`config.mk`:
```
export PLATFORM = sky130hd
export DESIGN_NAME = button_debounce_long_press
export DESIGN_NICKNAME = d
export VERILOG_FILES = /design/src/rtl/bdlp_pkg.sv /design/src/rtl/bdlp_lane.sv /design/src/rtl/bdlp_merge.sv /design/src/rtl/button_debounce_long_press.sv
export SDC_FILE = /design/constraint.sdc
export NUM_CORES = 1
export LEC_CHECK = 0
export ABC_AREA = 1
export ABC_CLOCK_PERIOD_IN_PS = 2200
export BUFFER_PORTS_ARGS = -buffer_cell sky130_fd_sc_hd__buf_2
export CAP_MARGIN = 10
export CORE_ASPECT_RATIO = 2
export CORE_MARGIN = 1
export CORE_UTILIZATION = 50
export DETAILED_ROUTE_END_ITERATION = 8
export GPL_TIMING_DRIVEN = 0
export PLACE_DENSITY_LB_ADDON = 0.3
export SYNTH_ARGS = -nofsm -noshare
export SYNTH_HDL_FRONTEND = slang
export SYNTH_SLANG_ARGS = --single-unit
```
`constraint.sdc`:
```
create_clock -name clock -period 2.2 [get_ports clock]
set_clock_uncertainty 0.2 [all_clocks]
set_input_delay 0.66 -clock clock [delete_from_list [all_inputs] [get_ports clock]]
set_output_delay 0.66 -clock clock [all_outputs]
set_load 0.02 [all_outputs]
```
`src/rtl/bdlp_pkg.sv`:
```
package bdlp_pkg;

   localparam int NUM_BUTTONS_DEFAULT = 3;

   // Fixed field widths of the request and response items.
   localparam int OP_W      = 2;
   localparam int PINS_W    = 3;
   localparam int INDEX_W   = 2;
   localparam int EVENT_W   = 2;
   localparam int PENDING_W = 6;
   localparam int REPORTED_BUTTONS = PENDING_W / EVENT_W;

   localparam int DEBOUNCE_W  = 8;
   localparam int LONG_W      = 16;
   localparam int CSR_INDEX_W = 2;
   localparam int CSR_DATA_W  = 16;

   localparam logic [OP_W-1:0] OP_TICK        = 2'd0;
   localparam logic [OP_W-1:0] OP_QUERY_SHORT = 2'd1;
   localparam logic [OP_W-1:0] OP_QUERY_LONG  = 2'd2;

   localparam logic [EVENT_W-1:0] EVENT_NONE  = 2'd0;
   localparam logic [EVENT_W-1:0] EVENT_SHORT = 2'd1;
   localparam logic [EVENT_W-1:0] EVENT_LONG  = 2'd2;

   localparam logic [CSR_INDEX_W-1:0] CSR_DEBOUNCE_TICKS   = 2'd0;
   localparam logic [CSR_INDEX_W-1:0] CSR_LONG_PRESS_TICKS = 2'd1;
   localparam logic [CSR_INDEX_W-1:0] CSR_PRESSED_LEVEL    = 2'd2;

   localparam logic [DEBOUNCE_W-1:0] DEBOUNCE_RESET = 8'd10;
   localparam logic [LONG_W-1:0]     LONG_RESET     = 16'd100;
   localparam logic                  LEVEL_RESET    = 1'b0;

   typedef struct packed {
      logic [DEBOUNCE_W-1:0] debounce_ticks;
      logic [LONG_W-1:0]     long_press_ticks;
      logic                  pressed_level;
   } cfg_type;

   typedef struct packed {
      logic               hit;
      logic [EVENT_W-1:0] event_next;
   } lane_result_type;

endpackage

```
`src/rtl/bdlp_lane.sv`:
```
module bdlp_lane (
   input  logic                       clock,
   input  logic                       reset,
   input  bdlp_pkg::cfg_type          cfg,
   input  logic                       tick_en,
   input  logic                       level,
   input  logic                       query_en,
   input  logic                       query_long,
   output bdlp_pkg::lane_result_type  result
);

   typedef enum logic [1:0] {
      MODE_IDLE     = 2'd0,
      MODE_DEBOUNCE = 2'd1,
      MODE_PRESSED  = 2'd2,
      MODE_LONG     = 2'd3
   } mode_type;

   mode_type                            mode_ff, mode_in;
   logic [bdlp_pkg::LONG_W-1:0]         count_ff, count_in;
   logic [bdlp_pkg::EVENT_W-1:0]        event_ff, event_in;
   logic                                newest_ff, newest_in;
   logic                                middle_ff, middle_in;
   logic                                oldest_ff, oldest_in;
   logic                                hit;
   logic                                pr;

   assign pr = cfg.pressed_level;

   always_comb begin
      mode_in   = mode_ff;
      count_in  = count_ff;
      event_in  = event_ff;
      newest_in = newest_ff;
      middle_in = middle_ff;
      oldest_in = oldest_ff;
      hit       = 1'b0;
      if (tick_en) begin
         oldest_in = middle_ff;
         middle_in = newest_ff;
         newest_in = level;
         case (mode_ff)
            MODE_IDLE: begin
               if (newest_in == pr && middle_in == pr && oldest_in == pr) begin
                  mode_in  = MODE_DEBOUNCE;
                  count_in = {{(bdlp_pkg::LONG_W-bdlp_pkg::DEBOUNCE_W){1'b0}},
                              cfg.debounce_ticks};
               end
            end
            MODE_DEBOUNCE: begin
               if (count_ff != '0) begin
                  count_in = count_ff - 1'b1;
               end else if (level == pr) begin
                  mode_in  = MODE_PRESSED;
                  count_in = cfg.long_press_ticks;
                  event_in = bdlp_pkg::EVENT_SHORT;
               end else begin
                  mode_in = MODE_IDLE;
               end
            end
            MODE_PRESSED: begin
               // Release wins over the long-press countdown.
               if (level != pr) begin
                  mode_in = MODE_IDLE;
               end else if (count_ff != '0) begin
                  count_in = count_ff - 1'b1;
               end else begin
                  mode_in  = MODE_LONG;
                  event_in = bdlp_pkg::EVENT_LONG;
               end
            end
            MODE_LONG: begin
               if (level != pr) begin
                  mode_in = MODE_IDLE;
               end else begin
                  event_in = bdlp_pkg::EVENT_LONG;
                  count_in = cfg.long_press_ticks;
               end
            end
            default: begin
               mode_in = MODE_IDLE;
            end
         endcase
      end else if (query_en) begin
         if ((!query_long && event_ff == bdlp_pkg::EVENT_SHORT) ||
             (query_long && event_ff == bdlp_pkg::EVENT_LONG)) begin
            event_in = bdlp_pkg::EVENT_NONE;
            hit      = 1'b1;
         end
      end
   end

   always_ff @(posedge clock) begin
      if (reset) begin
         mode_ff   <= MODE_IDLE;
         count_ff  <= '0;
         event_ff  <= bdlp_pkg::EVENT_NONE;
         // Released level after reset is the complement of the reset pressed level.
         newest_ff <= ~bdlp_pkg::LEVEL_RESET;
         middle_ff <= ~bdlp_pkg::LEVEL_RESET;
         oldest_ff <= ~bdlp_pkg::LEVEL_RESET;
      end else begin
         mode_ff   <= mode_in;
         count_ff  <= count_in;
         event_ff  <= event_in;
         newest_ff <= newest_in;
         middle_ff <= middle_in;
         oldest_ff <= oldest_in;
      end
   end

   assign result.hit        = hit;
   assign result.event_next = event_in;

`ifndef SYNTHESIS
   assert property (@(posedge clock) disable iff (reset)
      (tick_en && mode_ff == MODE_DEBOUNCE && count_ff != '0)
      |=> (mode_ff == MODE_DEBOUNCE && count_ff == $past(count_ff) - 1'b1))
      else $error("debounce countdown did not step down by one");

   assert property (@(posedge clock) disable iff (reset)
      (tick_en && mode_ff == MODE_DEBOUNCE && count_ff == '0 && level == pr)
      |=> (mode_ff == MODE_PRESSED && event_ff == bdlp_pkg::EVENT_SHORT))
      else $error("confirmed press did not raise a short event");

   assert property (@(posedge clock) disable iff (reset)
      hit |=> (event_ff == bdlp_pkg::EVENT_NONE))
      else $error("event not cleared after a query hit");

   assert property (@(posedge clock) disable iff (reset)
      (!tick_en && !query_en) |=> $stable(mode_ff) && $stable(event_ff))
      else $error("button state changed without a request");
`endif

endmodule

```
`src/rtl/bdlp_merge.sv`:
```
module bdlp_merge #(
   parameter int NUM_BUTTONS = bdlp_pkg::NUM_BUTTONS_DEFAULT
) (
   input  bdlp_pkg::lane_result_type           lane_result [NUM_BUTTONS],
   output logic                                query_hit,
   output logic [bdlp_pkg::PENDING_W-1:0]      pending_events
);

   logic [NUM_BUTTONS-1:0] hits;

   for (genvar i = 0; i < NUM_BUTTONS; i++) begin : g_hit
      assign hits[i] = lane_result[i].hit;
   end

   // At most one lane is addressed by a query, so an OR merges the hits.
   assign query_hit = |hits;

   for (genvar k = 0; k < bdlp_pkg::REPORTED_BUTTONS; k++) begin : g_pack
      if (k < NUM_BUTTONS) begin : g_lane
         assign pending_events[bdlp_pkg::EVENT_W*k +: bdlp_pkg::EVENT_W] =
            lane_result[k].event_next;
      end else begin : g_absent
         assign pending_events[bdlp_pkg::EVENT_W*k +: bdlp_pkg::EVENT_W] = '0;
      end
   end

endmodule

```
`src/rtl/button_debounce_long_press.sv`:
```
// Each response is written into the response buffer when its request is accepted.
// Throughput: one request per cycle unless the response buffer is full; a tick updates every button lane.
// A two-entry response buffer keeps requests flowing while a response waits.
// Configuration writes are taken in any cycle, one per cycle.
// Reset (synchronous, active high) restores register defaults, idles all buttons,
// fills the sample stages with the released level and empties the response buffer.
module button_debounce_long_press #(
   parameter int NUM_BUTTONS = bdlp_pkg::NUM_BUTTONS_DEFAULT
) (
   input  logic                               clock,
   input  logic                               reset,
   input  logic                               req_tvalid,
   output logic                               req_tready,
   input  logic [7:0]                         req_tdata,  // pin_levels[2:0], button_index[4:3]
   input  logic [bdlp_pkg::OP_W-1:0]          req_tuser,  // operation[1:0]
   output logic                               rsp_tvalid,
   input  logic                               rsp_tready,
   output logic [7:0]                         rsp_tdata,  // query_hit[0], pending_events[6:1]
   input  logic                               csr_valid,
   output logic                               csr_ready,
   input  logic [bdlp_pkg::CSR_INDEX_W-1:0]   csr_index,
   input  logic [bdlp_pkg::CSR_DATA_W-1:0]    csr_data
);

   typedef struct packed {
      logic                              hit;
      logic [bdlp_pkg::PENDING_W-1:0]    pending;
   } rsp_entry_type;

   bdlp_pkg::cfg_type                 cfg_ff;
   bdlp_pkg::lane_result_type         lane_result [NUM_BUTTONS];
   rsp_entry_type                     buf_ff [2];
   logic                              wr_ptr_ff, rd_ptr_ff;
   logic [1:0]                        count_ff;
   logic                              push, pop;
   logic                              tick_en, query_en, query_long;
   logic [bdlp_pkg::OP_W-1:0]         op;
   logic [bdlp_pkg::PINS_W-1:0]       pins;
   logic [bdlp_pkg::INDEX_W-1:0]      idx;
   logic                              merged_hit;
   logic [bdlp_pkg::PENDING_W-1:0]    merged_pending;

   assign op   = req_tuser;
   assign pins = req_tdata[2:0];
   assign idx  = req_tdata[4:3];

   assign req_tready = ~count_ff[1];
   assign push       = req_tvalid && req_tready;
   assign pop        = rsp_tvalid && rsp_tready;

   assign tick_en    = push && op == bdlp_pkg::OP_TICK;
   assign query_en   = push && (op == bdlp_pkg::OP_QUERY_SHORT ||
                                op == bdlp_pkg::OP_QUERY_LONG);
   assign query_long = op == bdlp_pkg::OP_QUERY_LONG;

   assign csr_ready = 1'b1;

   always_ff @(posedge clock) begin
      if (reset) begin
         cfg_ff.debounce_ticks   <= bdlp_pkg::DEBOUNCE_RESET;
         cfg_ff.long_press_ticks <= bdlp_pkg::LONG_RESET;
         cfg_ff.pressed_level    <= bdlp_pkg::LEVEL_RESET;
      end else if (csr_valid && csr_ready) begin
         case (csr_index)
            bdlp_pkg::CSR_DEBOUNCE_TICKS:
               cfg_ff.debounce_ticks <= csr_data[bdlp_pkg::DEBOUNCE_W-1:0];
            bdlp_pkg::CSR_LONG_PRESS_TICKS:
               cfg_ff.long_press_ticks <= csr_data[bdlp_pkg::LONG_W-1:0];
            bdlp_pkg::CSR_PRESSED_LEVEL:
               cfg_ff.pressed_level <= csr_data[0];
            default: begin
            end
         endcase
      end
   end

   for (genvar i = 0; i < NUM_BUTTONS; i++) begin : g_lane
      logic lane_level;
      logic lane_query;

      if (i < bdlp_pkg::PINS_W) begin : g_pin
         assign lane_level = pins[i];
      end else begin : g_nopin
         assign lane_level = 1'b0;
      end

      assign lane_query = query_en && (32'(idx) == i);

      bdlp_lane u_lane (
         .clock      (clock),
         .reset      (reset),
         .cfg        (cfg_ff),
         .tick_en    (tick_en),
         .level      (lane_level),
         .query_en   (lane_query),
         .query_long (query_long),
         .result     (lane_result[i])
      );
   end

   bdlp_merge #(
      .NUM_BUTTONS (NUM_BUTTONS)
   ) u_merge (
      .lane_result    (lane_result),
      .query_hit      (merged_hit),
      .pending_events (merged_pending)
   );

   always_ff @(posedge clock) begin
      if (push) begin
         buf_ff[wr_ptr_ff].hit     <= merged_hit;
         buf_ff[wr_ptr_ff].pending <= merged_pending;
      end
   end

   always_ff @(posedge clock) begin
      if (reset) begin
         wr_ptr_ff <= 1'b0;
         rd_ptr_ff <= 1'b0;
         count_ff  <= 2'd0;
      end else begin
         if (push) begin
            wr_ptr_ff <= ~wr_ptr_ff;
         end
         if (pop) begin
            rd_ptr_ff <= ~rd_ptr_ff;
         end
         case ({push, pop})
            2'b10:   count_ff <= count_ff + 2'd1;
            2'b01:   count_ff <= count_ff - 2'd1;
            default: count_ff <= count_ff;
         endcase
      end
   end

   assign rsp_tvalid = count_ff != 2'd0;
   assign rsp_tdata  = {1'b0, buf_ff[rd_ptr_ff].pending, buf_ff[rd_ptr_ff].hit};

`ifndef SYNTHESIS
   assert property (@(posedge clock) disable iff (reset)
      (push && !pop) |=> (count_ff == $past(count_ff) + 2'd1))
      else $error("response buffer lost a pushed response");

   assert property (@(posedge clock) disable iff (reset)
      (rsp_tvalid && !rsp_tready) |=> rsp_tvalid)
      else $error("pending response dropped while stalled");

   assert property (@(posedge clock) disable iff (reset)
      (count_ff == 2'd2) |-> !req_tready)
      else $error("request taken while response buffer full");
`endif

endmodule
```
**After elaboration in Yosys (flattened, before gate mapping)**

Memory sizes are Yosys's and may differ from the RTL's. A register that Yosys moved wholly into a read port is not among the register bits.
Index checks and enable logic that the tools add are counted.

- Memories kept: 1
- Output and inout bits: 11
- Logic and storage cells: 217
- Input bits: 33
- Register bits: 95
- Bits in writable memories: 14

Memories:

| name | words | width | read ports | clocked after memory_dff | write ports | RTL line | text |
|---|---|---|---|---|---|---|---|
| buf_ff | 2 | 7 | 1 | 1 | 1 | button_debounce_long_press.sv:32 | `rsp_entry_type buf_ff [2];` |

- Multiplexer cells: 83
- Bitwise operators: 3
- Add/sub/neg operators: 5
- Reduce and logical (&&, ||, !) cells: 45
- Eq/ne operators: 59

Operator list:

| operator | number |
|---|---|
| two-way mux 16 bit | 18 |
| one-hot mux 16 bit (4 select lines) | 3 |
| two-way mux 2 bit | 42 |
| nonzero test 16 bit | 3 |
| subtractor 16 x 1 -> 16 bit, second input constant | 3 |
| equality test 2 bit, second input constant | 13 |
| one-hot mux 2 bit (4 select lines) | 3 |
| equality test 2 x 1 -> 1 bit, second input constant | 10 |
| logical AND 1 bit | 19 |
| inequality test 2 x 1 -> 1 bit, second input constant | 9 |
| inequality test 2 bit, second input constant | 9 |
| one-hot mux 2 bit (3 select lines) | 3 |
| AND reduction 6 bit | 3 |
| AND reduction 5 bit | 3 |
| two-way mux 1 bit | 13 |
| zero test 2 bit | 6 |
| equality test 1 bit | 9 |
| inequality test 3 x 1 -> 1 bit, second input constant | 3 |
| inequality test 3 x 2 -> 1 bit, second input constant | 3 |
| AND reduction 2 bit | 3 |
| logical OR 1 bit | 4 |
| one-hot mux 2 bit (2 select lines) | 1 |
| nonzero test 2 bit | 2 |
| inequality test 1 bit | 3 |
| 5 further kinds | 7 |

**Longest topological paths before layout**

Gate-level depths: netlist of run 1.

- Depth after elaboration: 8
- Depth in mapped cells: 13
- Gate-level depth less buffers: 13

**Hierarchy**

A second synthesis of run 1 with hierarchy kept.

- Cells, all modules: 1084
- Area, all modules: 6930.4 um^2

By module, submodules not included:

| module | times used | area each (um^2) | cells an instance |
|---|---|---|---|
| bdlp_lane at g_lane[0].u_lane ... | 2 | 1726.7 | 296 |
| bdlp_lane at g_lane[2].u_lane | 1 | 1712.9 | 296 |
| button_debounce_long_press | 1 | 1707.9 | 187 |
| bdlp_merge | 1 | 56.3 | 9 |

**Least setup slack after synthesis of run 1**

No wires, ideal clock.

- Path type: input-to-reg
- Start: input port req_tuser[0] (netlist name)
- End: register g_lane[2].u_lane.count_ff[3] (netlist name)
- Data arrival time: 1.882 ns
- Setup slack: 0.002 ns
- Path buffers: 1
- Stages: 12
- Setup time: 0.116 ns
- Required time: 1.884 ns
- Path through: inv_1 ha_1 nand3_4 inv_2 nand2_1 o21ai_2 nand2_1 a21oi_2 buf_4 nand2_1 nor2_1 nor2_1

- Word-level cells in the longest chain between the ends: 3

RTL lines:

| what | RTL line | text |
|---|---|---|
| from (decl) | button_debounce_long_press.sv:15 | `input logic [bdlp_pkg::OP_W-1:0] req_tuser,` |
| zero test 2 bit | button_debounce_long_press.sv:51 | `assign tick_en = push && op == bdlp_pkg::OP_TICK;` |
| logical AND 1 bit | button_debounce_long_press.sv:51 |  |
| AND reduction 6 bit (no line) | -- |  |
| to (signal assigned) | bdlp_lane.sv:104 | `count_ff <= count_in;` |
| to (decl) | bdlp_lane.sv:20 | `logic [bdlp_pkg::LONG_W-1:0] count_ff, count_in;` |

No other way between the ends.
A chain may end at the register's enable or synchronous reset.

**Final worst setup path of run 1**

- Start: register g_lane[2].u_lane.count_ff[0] (netlist name)
- End: register g_lane[2].u_lane.count_ff[7] (netlist name)

- Word-level cells in the longest chain between the ends: 4
- Elaborated cells between the ends (all ways): 9

RTL lines:

| what | RTL line | text |
|---|---|---|
| subtractor 16 x 1 -> 16 bit | bdlp_lane.sv:52, bdlp_lane.sv:66 |  |
| two-way mux 16 bit | bdlp_lane.sv:65 | `end else if (count_ff != '0) begin` |
| two-way mux 16 bit | bdlp_lane.sv:63 | `if (level != pr) begin` |
| one-hot mux 16 bit (4 select lines) | bdlp_lane.sv:42 | `case (mode_ff)` |

Several ways; a longest one is shown, not always the timed one. The select of a mux whose other input is x is not followed.

==> results of run 1 <==
path summary, 6_finish.rpt:
path / end / from / cells past startpoint / slack (ps)
hold reg to reg: flip-flop / rd_ptr_ff$_SDFFE_PP0P_ / 1 / 260
setup / recovery: g_lane[2].u_lane.count_ff[7]$_SDFFE_PP0P_ / g_lane[2].u_lane.count_ff[0]$_SDFFE_PP0P_ / 12 / 30
hold / removal: flip-flop / rd_ptr_ff$_SDFFE_PP0P_ / 1 / 260
setup reg to reg: g_lane[2].u_lane.count_ff[7]$_SDFFE_PP0P_ / g_lane[2].u_lane.count_ff[0]$_SDFFE_PP0P_ / 12 / 30
flip-flops by register name, summed over array words and instances, names as in the netlist, named ones only:
signal and count:
rd_ptr_ff 1, count_ff 2, g_lane.u_lane.count_ff 48, g_lane.u_lane.middle_ff 3, buf_ff 14, g_lane.u_lane.newest_ff 3
g_lane.u_lane.mode_ff 6, cfg_ff 25, wr_ptr_ff 1, g_lane.u_lane.event_ff 6
Yosys cell counts, types with 9 or more instances:
| library cell | n | area share, % |
|---|---|---|
| nand2_1 | 345 | 19 |
| nor2_1 | 178 | 9.6 |
| nand3_1 | 98 | 7.0 |
| dfxtp_1 | 96 | 28 |
| inv_1 | 95 | 5.1 |
| a21oi_1 | 57 | 4.1 |
| o21ai_0 | 53 | 3.8 |
| clkbuf_1 | 17 | 0.92 |
| edfxtp_1 | 14 | 6.0 |
| nor2_2 | 14 | 1.3 |
| xor2_1 | 14 | 1.8 |
| nand2_2 | 12 | 1.1 |
| nand4_1 | 12 | 1.1 |
| buf_4 | 10 | 1.1 |
| a21oi_2 | 9 | 1.1 |
| ha_1 | 9 | 1.6 |
power by group through the flow:
| stage | combinational [mW] | sequential, mW | clock [mW] |
|---|---|---|---|
| after floorplan | 0.493 | 2.22 | 0 |
| after global placement | 0.670 | 2.25 | 0 |
| after detailed placement | 0.680 | 2.25 | 0 |
| after CTS | 0.672 | 2.21 | 1.67 |
| after global routing | 0.761 | 2.23 | 1.74 |
| final | 0.689 | 2.22 | 1.67 |
stage by stage:
stage               hold WS, ps  std cells  power, mW
detailed placement          244       1299       2.93
floorplan                   226       1107       2.71
finish                      263       1322       4.57
global route                299       1322       4.73
CTS                         258       1314       4.55
global placement            236       1299       2.92
final cells by class:
type                    count  area, um2
well taps                 155        194
inverters                 106        407
repair buffers             46        250
multi-input cells         856       4110
flip-flops and latches    110       2350
clock buffers               9        225
plain buffers              33        213
fillers                  1343       5690
clock inverters             7       75.1
layout by cell type (no fill, tap or decap), types with 6 or more instances in the layout:
master and count:
buf_2 39, a21oi_1 57, xor2_1 14, nand2_2 16
nand3_1 97, inv_1 93, clkbuf_16 9, nor2_4 9
o21ai_0 53, nand2_1 340, xnor2_1 6, nor3_1 7
nand4_1 12, edfxtp_1 14, nor2_1 169, buf_4 15
a21oi_2 7, mux2_2 7, nor2_2 18, buf_6 6
ha_1 6, clkbuf_1 15, dfxtp_1 93, inv_2 8
o211ai_1 6
logic make-up (layout without fill, tap and decap cells):
logic type | count (synthesis) | count (layout) | share of synthesized area (%)
compound gates | 140 | 140 | 11.3
xor+xnor | 20 | 20 | 2.52
fa+ha+maj | 9 | 9 | 1.62
buf+inv | 141 | 201 | 8.77
flops | 110 | 110 | 33.6
mux | 7 | 7 | 1.13
other cells | 2 | 2 | 0.108
simple gates | 678 | 678 | 41.0
what timing repair did:
action                     CTS  global route
cloned                       0             2
pin swaps                    0            10
setup endpoints to repair   30            48
resized for setup            9            33
setup buffers                0             7
layer usage:
metal / vias up / GRT usage [%] / share of wire (%)
met5: - / 0 / 0
met3: 81 / 3.27 / 4.4
met4: 0 / 18.3 / 6.7
li1: 3643 / - / -
met2: 241 / 55.7 / 53
met1: 3289 / 29.6 / 36
==> summary.md, run 1 <==
| Metric | Value |
|---|---|
| Initial Util | `about half` |
| Worst Path Required | `2220 ps` |
| Switching power share of the total | `between 30% and 40%` |
| Final worst setup slack | `between 20 and 30 ps` |
| Worst-path clk slew | `80 ps` |
| Max incr delay on CP | `340 ps` |
| Post-layout util | `57.9%` |
| Min cycle time layout | `2170 ps` |
| Combinational Power Share | `between 10% and 20%` |
| Synthesized Nets | `1149` |
| First-pass GRT wire length | `32700 um` |
| Worst path cell trace | `inv_1 > ha_1 > nand2_1 > nor2_4 > nand2_1 > nand2_1 > nand2_2 > buf_4 > nand2_1 > nand3_1 > nand2_1 > a21oi_1` |
| Post-Route WL | `20700 um` |
| Mapped Area | `6960 um2` |
| Row cnt | `60` |
| Final Max Tran Viols | `0` |
| Slowest-stage cell, CP | `dfxtp_1` |
| Die width | `85.4 um` |
| Worst path bufs/invs | `2` |
| CTS sink count | `110` |
| Area after DPL | `7340 um2` |
| Clock Tree Buf Depth | `2` |
| Io pins | `44` |
| DRT antenna net count | `0` |
| Total global routing overflow | `0` |
| Setup WS pre-CTS | `-425 ps` |
| CP most frequent cell | `nand2_1` |
| Initial antenna violation count | `0` |
| Cts bufs inserted | `9` |
| Startpoint types | `flip-flop` |
| CP Data Arrival Time | `2190 ps` |
| Crit end category | `flip-flop` |
| Yosys synthesis warning count | `0` |
| Die height | `169 um` |
| Status | `completed` |
| FMAX | `460 MHz` |
| Yosys reg bits | `110` |
| TritonRoute pass-1 iters | `6` |
| H-tree depth | `3` |
| Post-synth EDFFs | `14` |
| Mapped Cells | `1107` |
| Vias per inst | `roughly 5.5` |
| Vias in the first global route | `6824` |
| Total Neg Setup Slack | `0 ps` |
| Largest net degree at the start of global routing | `22` |
| Post-route cell area | `7820 um2` |
| Design internal power | `3.18 mW` |
| CTS tree | `done` |
| Routability cong. | `0.954` |
| Root Driver | `clkbuf_16` |
| Sequential share of the synthesized area | `around 34%` |
| GRT Total Usage | `29.3%` |
| Hold-fix buffers, CTS | `0` |
| Avg Cell Area, Syn | `between 6 and 7 um2` |
| Clock share of power | `36.5%` |
| Worst Hold Class | `flip-flop to flip-flop` |
| Asr flop ratio synth | `0%` |
| DRC Markers | `0` |
| Core area | `13500 um2` |
| WL/cell | `15.7 um` |
| Layout cells sized above 1 | `approximately 14%` |
| Max FO, Critical Path | `10` |
| Family with the most delay on the worst path | `simple AND/OR/NAND/NOR gates` |
| Die area | `14400 um2` |
| Post-synth top flop | `dfxtp_1` |
| CP Class | `flip-flop to flip-flop` |
| Psw | `between 1 and 1.5 mW` |
| Port Buffers | `37` |
| Final hold viol count | `0` |
| Layout area overhead | `12.3%` |
| Clock Latency Late Sink | `about 370 ps` |
| Post-DP HPWL | `~16000 um` |
| Count of max-cap constraint violations | `0` |
| Slew HR | `43.1%` |
| # nets final | `approximately 1200` |
| VDD IR max | `between 0.0005 and 0.0006 V` |
| Via count | `between 7000 and 8000` |
| Leak | `3.65 nW` |
| Worst Max-Slew Pin Slew | `854 ps` |
| Sequential power share | `48.4%` |
| DR iter-0 viols | `478` |
| Yosys cell types | `43` |
| Final period utilization | `98.7%` |
| Setup violators final | `0` |
| # diodes | `0` |
| Pwr Density | `between 500 and 600 nW/um2` |
Power figures use the tool's default switching activity.
==> run 2: changes to the inputs <==
PLACE_DENSITY_LB_ADDON = 0.12   (was 0.3)
==> run 2 against run 1 <==
Net effect: clock-buffer cell count is 1 higher; non-clock buffer count is 5 higher; global-route usage is 1.3 points higher; fmax is 0.64% higher; core utilization is 0.23 points higher; worst hold slack worse by 0.59 ps; total power is 0.65% lower; sequential share of layout area is 0.12 points lower; final cell count is 0.38% higher; register-to-register slack better by 70 ps; sequential cell count stayed put; design area is 0.40% higher; critical path type is now flip-flop to primary output; largest cell class unchanged.
==> summary.md, run 2 (same netlist as run 1, synthesis figures left out) <==
| Metric | Value |
|---|---|
| Status | `completed (unchanged)` |
| DR iter-0 viols | `390 (was 478)` |
| Biggest register | `g_lane.u_lane.count_ff (unchanged)` |
| Final Max Tran Viols | `0 (unchanged)` |
| H-tree depth | `3 (unchanged)` |
| Initial Util | `51.5% (unchanged)` |
| R2r setup slk | `100 ps (was 30 ps)` |
| # nets final | `1209 (was 1204)` |
| Hold depth | `1 (unchanged)` |
| VDD IR max | `0.000353 V (was 0.000568 V)` |
| First-pass GRT wire length | `34100 um (was 32700 um)` |
| Most frequent cells in the layout | `nand2_1 (341), nor2_1 (171), nand3_1 (98) (was nand2_1 (340), nor2_1 (169), nand3_1 (97))` |
| Leak | `3.67 nW (was 3.65 nW)` |
| Slew HR | `48.1% (was 43.1%)` |
| Core area | `13500 um2 (unchanged)` |
| Vias in the first global route | `7056 (was 6824)` |
| WL/cell | `16.2 um (was 15.7 um)` |
| FF-to-FF path depth | `13 (was 12)` |
| Crit end category | `primary output (was flip-flop)` |
| Min cycle time layout | `2160 ps (was 2170 ps)` |
| Port Buffers | `37 (unchanged)` |
| Total global routing overflow | `0 (unchanged)` |
| FMAX | `463 MHz (was 460 MHz)` |
| DP Cell Count | `1299 (unchanged)` |
| Cts bufs inserted | `9 (unchanged)` |
| Critical R2R Launch | `g_lane[1].u_lane.count_ff[0]$_SDFFE_PP0P_ (was g_lane[2].u_lane.count_ff[0]$_SDFFE_PP0P_)` |
| TritonRoute pass-1 iters | `6 (unchanged)` |
| Number of flip-flops under the largest register name | `48 (unchanged)` |
| Pwr Density | `579 nW/um2 (was 585 nW/um2)` |
| Root Driver | `clkbuf_16 (unchanged)` |
| Count of max-cap constraint violations | `0 (unchanged)` |
| Worst-path clk slew | `80 ps (about the same)` |
| Vias per inst | `5.48 (was 5.49)` |
| Power, Total | `4.54 mW (was 4.57 mW)` |
| Worst Max-Slew Pin Slew | `779 ps (was 854 ps)` |
| Worst Hold Class | `flip-flop to flip-flop (unchanged)` |
| Die height | `169 um (unchanged)` |
| # diodes | `0 (unchanged)` |
| Worst r2r dst | `g_lane[1].u_lane.count_ff[3]$_SDFFE_PP0P_ (was g_lane[2].u_lane.count_ff[7]$_SDFFE_PP0P_)` |
| Layout area overhead | `12.8% (was 12.3%)` |
| Final period utilization | `98.1% (was 98.7%)` |
| DRT antenna net count | `0 (unchanged)` |
| Layout cells sized above 1 | `14.2% (was 13.8%)` |
| CP Class | `flip-flop to primary output (was flip-flop to flip-flop)` |
| Startpoint types | `flip-flop (unchanged)` |
| Post-DP HPWL | `16500 um (was 16100 um)` |
| Worst Path Required | `1340 ps (was 2220 ps)` |
| Via count | `7270 (was 7254)` |
| CP Data Arrival Time | `1300 ps (was 2190 ps)` |
| RSZ-0062 raised after global routing | `false` |
| GRT Total Usage | `30.7% (was 29.3%)` |
| Max FO, Critical Path | `7 (was 10)` |
| Hold worst-path end | `rd_ptr_ff$_SDFFE_PP0P_` |
| Io pins | `44 (unchanged)` |
| DRC Markers | `0 (unchanged)` |
| Most common cell after layout, fill and taps aside | `nand2_1 (unchanged)` |
| Routability cong. | `0.978 (was 0.954)` |
| Die width | `85.4 um (unchanged)` |
| Hold Crit Start | `rd_ptr_ff$_SDFFE_PP0P_ (unchanged)` |
| Biggest regs | `g_lane.u_lane.count_ff x48, cfg_ff x25, buf_ff x14 (unchanged)` |
| CTS tree | `done (unchanged)` |
| Initial antenna violation count | `0 (unchanged)` |
| Clock Latency Late Sink | `360 ps (was 370 ps)` |
| Setup violators final | `0 (unchanged)` |
| Largest net degree at the start of global routing | `21 (was 22)` |
| Clock Tree Buf Depth | `2 (unchanged)` |
| Row cnt | `60 (unchanged)` |
| Final Non-Filler Cells | `1327 (was 1322)` |
| CTS sink count | `110 (unchanged)` |
| Post-Route WL | `21400 um (was 20700 um)` |
| Die area | `14400 um2 (unchanged)` |
| Final hold viol count | `0 (unchanged)` |
run 2: cell types whose count changed in the layout (fill, tap and decap cells not counted), sizes merged:
cell,delta
clkbuf,+1
buf,+5
clkinv,-2
inv,+1
run 2: worst max-delay path by stage:
stage                                            endpoint                                      start  slack (ps)
2_1_floorplan   g_lane[2].u_lane.count_ff[3]$_SDFFE_PP0P_                               req_tuser[0]           2
3_3_place_gp                       buf_ff[0][0]$_DFFE_PP_                               req_tuser[0]        -530
3_5_place_dp                       buf_ff[0][4]$_DFFE_PP_                               req_tuser[0]        -530
4_1_cts        g_lane[0].u_lane.count_ff[15]$_SDFFE_PP0P_  g_lane[0].u_lane.count_ff[0]$_SDFFE_PP0P_           5
5_1_grt                                      rsp_tdata[5]                                  flip-flop           2
6_report                                     rsp_tdata[5]                                  flip-flop          40
run 2: area by class of cell:
| type | instances | area, um2 |
|---|---|---|
| buffer | 34 | 225 |
| clock buffer | 10 | 229 |
| clock inverter | 6 | 53.8 |
| fill | 1378 | 5660 |
| inverter | 106 | 412 |
| multi-input combinational | 856 | 4110 |
| sequential | 110 | 2350 |
| tap | 155 | 194 |
| timing repair buffer | 50 | 280 |
run 2: per-stage QoR:
step	setup TNS, ps	setup slack [ps]	hold WS, ps	util (%)	area [um2]
after floorplan	0	2.28	226	-	6960
after global routing	0	1.84	291	58.1	7850
after CTS	0	5.43	266	56.7	7670
after global placement	-25420	-533	237	54.3	7340
after detailed placement	-27360	-526	253	54.3	7340
final	0	41.9	262	58.1	7850
run 2: timing repair:
| item | in CTS | in global routing |
|---|---|---|
| cloned | 0 | 2 |
| pin swaps | 2 | 10 |
| gates resized for setup | 9 | 38 |
| buffers inserted | 3 | 8 |
| hold buffers | 0 | 0 |
| endpoints found under the setup margin | 44 | 52 |
run 2: routing by layer:
metal / up-vias / share of wire (%) / GRT usage [%]
met5: - / 0 / 0
met4: 0 / 8.1 / 23.6
met3: 86 / 3.9 / 3.75
met2: 211 / 51 / 55.4
met1: 3324 / 37 / 31.3
li1: 3649 / - / -
run 2: where the power goes:
group	internal [mW]	switching, mW
registers	2.13	0.0918
logic	0.245	0.450
clock network	0.794	0.833
run 2: worst max-delay path: stages, from the launching register on:
cell     delay, ps
dfxtp_2        420
mux2_2         360
buf_2          160
==> run 3: changes to the inputs <==
REMOVE_ABC_BUFFERS = 1   (was unset)
==> run 3 against run 2 <==
Net effect: setup slack gained 44 ps; combinational power decreased by 3.2%; routed wire length shrank 5.9%; largest power group unchanged; sequential power about the same; critical path depth is the same; final cell count is 2.3% lower; largest cell class unchanged; register-to-register slack gained 20 ps; non-clock buffer count decreased by 34; global-route usage decreased by 2.4 points.
==> summary.md, run 3 (same netlist as run 1, synthesis figures left out) <==
| Metric | Value |
|---|---|
| Via count | `7053 (was 7270)` |
| GRT Total Usage | `28.3% (was 30.7%)` |
| Setup violators final | `0 (unchanged)` |
| Vias in the first global route | `6493 (was 7056)` |
| Initial Util | `51.5% (unchanged)` |
| DRT antenna net count | `0 (unchanged)` |
| Largest net degree at the start of global routing | `52 (was 21)` |
| Vias per inst | `5.44 (was 5.48)` |
| Max incr delay on CP | `400 ps (was 420 ps)` |
| Slew HR | `44.0% (was 48.1%)` |
| Number of flip-flops under the largest register name | `48 (unchanged)` |
| Slowest-stage cell, CP | `dfxtp_4 (was dfxtp_2)` |
| Biggest regs | `g_lane.u_lane.count_ff x48, cfg_ff x25, buf_ff x14 (unchanged)` |
| DR iter-0 viols | `392 (was 390)` |
| Io pins | `44 (unchanged)` |
| First-pass GRT wire length | `31700 um (was 34100 um)` |
| Most frequent cells in the layout | `nand2_1 (339), nor2_1 (166), nand3_1 (95) (was nand2_1 (341), nor2_1 (171), nand3_1 (98))` |
| # nets final | `1179 (was 1209)` |
| Routability cong. | `0.907 (was 0.978)` |
| Row cnt | `60 (unchanged)` |
| H-tree depth | `3 (unchanged)` |
| CP Class | `flip-flop to primary output (unchanged)` |
| Count of max-cap constraint violations | `0 (unchanged)` |
| VDD IR max | `0.000338 V (was 0.000353 V)` |
| # diodes | `0 (unchanged)` |
| Total global routing overflow | `0 (unchanged)` |
| Status | `completed (unchanged)` |
| CP Data Arrival Time | `1250 ps (was 1300 ps)` |
| Startpoint types | `flip-flop (unchanged)` |
| Die area | `14400 um2 (unchanged)` |
| Pwr Density | `588 nW/um2 (was 579 nW/um2)` |
| Core area | `13500 um2 (unchanged)` |
| Power, Total | `4.57 mW (was 4.54 mW)` |
| Post-Route WL | `20200 um (was 21400 um)` |
| Clock Tree Buf Depth | `2 (unchanged)` |
| Cts bufs inserted | `9 (unchanged)` |
| Hold Crit Start | `rd_ptr_ff$_SDFFE_PP0P_ (unchanged)` |
| Crit end category | `primary output (unchanged)` |
| Leak | `3.59 nW (was 3.67 nW)` |
| FF-to-FF path depth | `14 (was 13)` |
| Fillers | `1382 (was 1378)` |
| Min cycle time layout | `2110 ps (was 2160 ps)` |
| Biggest register | `g_lane.u_lane.count_ff (unchanged)` |
| Worst-path clk slew | `80 ps (about the same)` |
| CTS tree | `done (unchanged)` |
| Port Buffers | `38 (was 37)` |
| WL/cell | `15.6 um (was 16.2 um)` |
| Final hold viol count | `0 (unchanged)` |
| DP Cell Count | `1265 (was 1299)` |
| Max FO, Critical Path | `7 (unchanged)` |
| Clock Latency Late Sink | `350 ps (was 360 ps)` |
| Die width | `85.4 um (unchanged)` |
| Root Driver | `clkbuf_16 (unchanged)` |
| DRC Markers | `0 (unchanged)` |
| CTS sink count | `110 (unchanged)` |
| Worst r2r dst | `g_lane[1].u_lane.count_ff[13]$_SDFFE_PP0P_ (was g_lane[1].u_lane.count_ff[3]$_SDFFE_PP0P_)` |
| Final period utilization | `96.1% (was 98.1%)` |
| Final Max Tran Viols | `0 (unchanged)` |
| Initial antenna violation count | `0 (unchanged)` |
| FMAX | `473 MHz (was 463 MHz)` |
| Die height | `169 um (unchanged)` |
| TritonRoute pass-1 iters | `5 (was 6)` |
| Layout area overhead | `11.7% (was 12.8%)` |
| Worst Path Required | `1340 ps (about the same)` |
| Post-DP HPWL | `14300 um (was 16500 um)` |
| Final Non-Filler Cells | `1297 (was 1327)` |
| Hold depth | `1 (unchanged)` |
| Worst Max-Slew Pin Slew | `840 ps (was 779 ps)` |
| Worst Hold Class | `flip-flop to flip-flop (unchanged)` |
| Critical R2R Launch | `g_lane[1].u_lane.count_ff[0]$_SDFFE_PP0P_ (unchanged)` |
| Worst path cell trace | `mux2_2 > buf_2 (unchanged)` |
| Layout cells sized above 1 | `13.7% (was 14.2%)` |
| R2r setup slk | `120 ps (was 100 ps)` |
| Most common cell after layout, fill and taps aside | `nand2_1 (unchanged)` |
[run 3: changes by cell type in the layout (fill, tap and decap cells not counted), moves of 3 or more]
| cell | before | now |
|---|---|---|
| inv_6 | 5 | 1 |
| clkbuf_1 | 16 | 1 |
| buf_6 | 7 | 0 |
| nor2_1 | 171 | 166 |
| nand3_1 | 98 | 95 |
| nor2_4 | 5 | 8 |
| ha_4 | 3 | 0 |
| buf_4 | 20 | 9 |
| buf_12 | 0 | 3 |
| nand2_4 | 1 | 6 |
| nor2_2 | 20 | 23 |
[run 3: layer usage]
metal	vias to the layer above	global-route usage (%)	wire length, um
met2	189	52.0	10600
li1	3595	-	-
met3	51	2.73	836
met4	0	16.7	1130
met5	-	0	0
met1	3218	30.7	7600
[run 3: worst max path at each step]
stage / startpoint / endpoint / slack (ps) / cells past startpoint
5_1_grt: g_lane[1].u_lane.count_ff[0]$_SDFFE_PP0P_ / g_lane[1].u_lane.count_ff[10]$_SDFFE_PP0P_ / -7 / 14
4_1_cts: g_lane[1].u_lane.count_ff[0]$_SDFFE_PP0P_ / g_lane[1].u_lane.count_ff[9]$_SDFFE_PP0P_ / 7 / 11
3_3_place_gp: req_tuser[0] / g_lane[2].u_lane.count_ff[2]$_SDFFE_PP0P_ / -1120 / 12
6_report: flip-flop / rsp_tdata[1] / 90 / 2
3_5_place_dp: req_tuser[0] / g_lane[2].u_lane.count_ff[5]$_SDFFE_PP0P_ / -1100 / 12
2_1_floorplan: req_tuser[0] / g_lane[2].u_lane.count_ff[1]$_SDFFE_PP0P_ / -400 / 11
[run 3: final cells by class]
class	count	area, um2	area share [%]
multi-input cells	860	4200	54.0
flip-flops and latches	110	2350	30.2
inverters	106	419	5.39
repair buffers	50	320	4.12
clock buffers	10	229	2.94
well taps	155	194	2.49
clock inverters	6	67.6	0.869
[run 3: power by group]
part / total (mW) / internal (mW) / leakage, nW / switching, mW
Sequential: 2.22 / 2.13 / 0.915 / 0.0930
Combinational: 0.673 / 0.238 / 2.53 / 0.436
Clock: 1.67 / 0.894 / 0.146 / 0.777
Total: 4.57 / 3.26 / 3.59 / 1.31
[run 3: metrics by stage]
stage | worst slack (ps) | TNS, ps | util (%) | area, um2 | hold slack (ps)
4_1_cts | 7.45 | 0 | 55.9 | 7550 | 267
2_1_floorplan | -405 | -7120 | - | 6760 | 226
5_1_grt | -7.05 | -13.8 | 57.5 | 7780 | 295
3_3_place_gp | -1120 | -80690 | 52.8 | 7140 | 237
3_5_place_dp | -1100 | -59170 | 52.8 | 7140 | 253
6_report | 85.7 | 0 | 57.5 | 7780 | 260
[run 3: worst max-delay path, delay by kind of cell (launching register included)]
kind	cells	cell delay, ps
buf+inv	1	160
flops	1	400
mux	1	340
[run 3: timing repair]
item | CTS | global route
buffers inserted | 5 | 7
gates cloned | 1 | 3
setup endpoints to repair | 96 | 52
pin swaps | 1 | 6
hold buffers | 0 | 0
resized for setup | 14 | 39
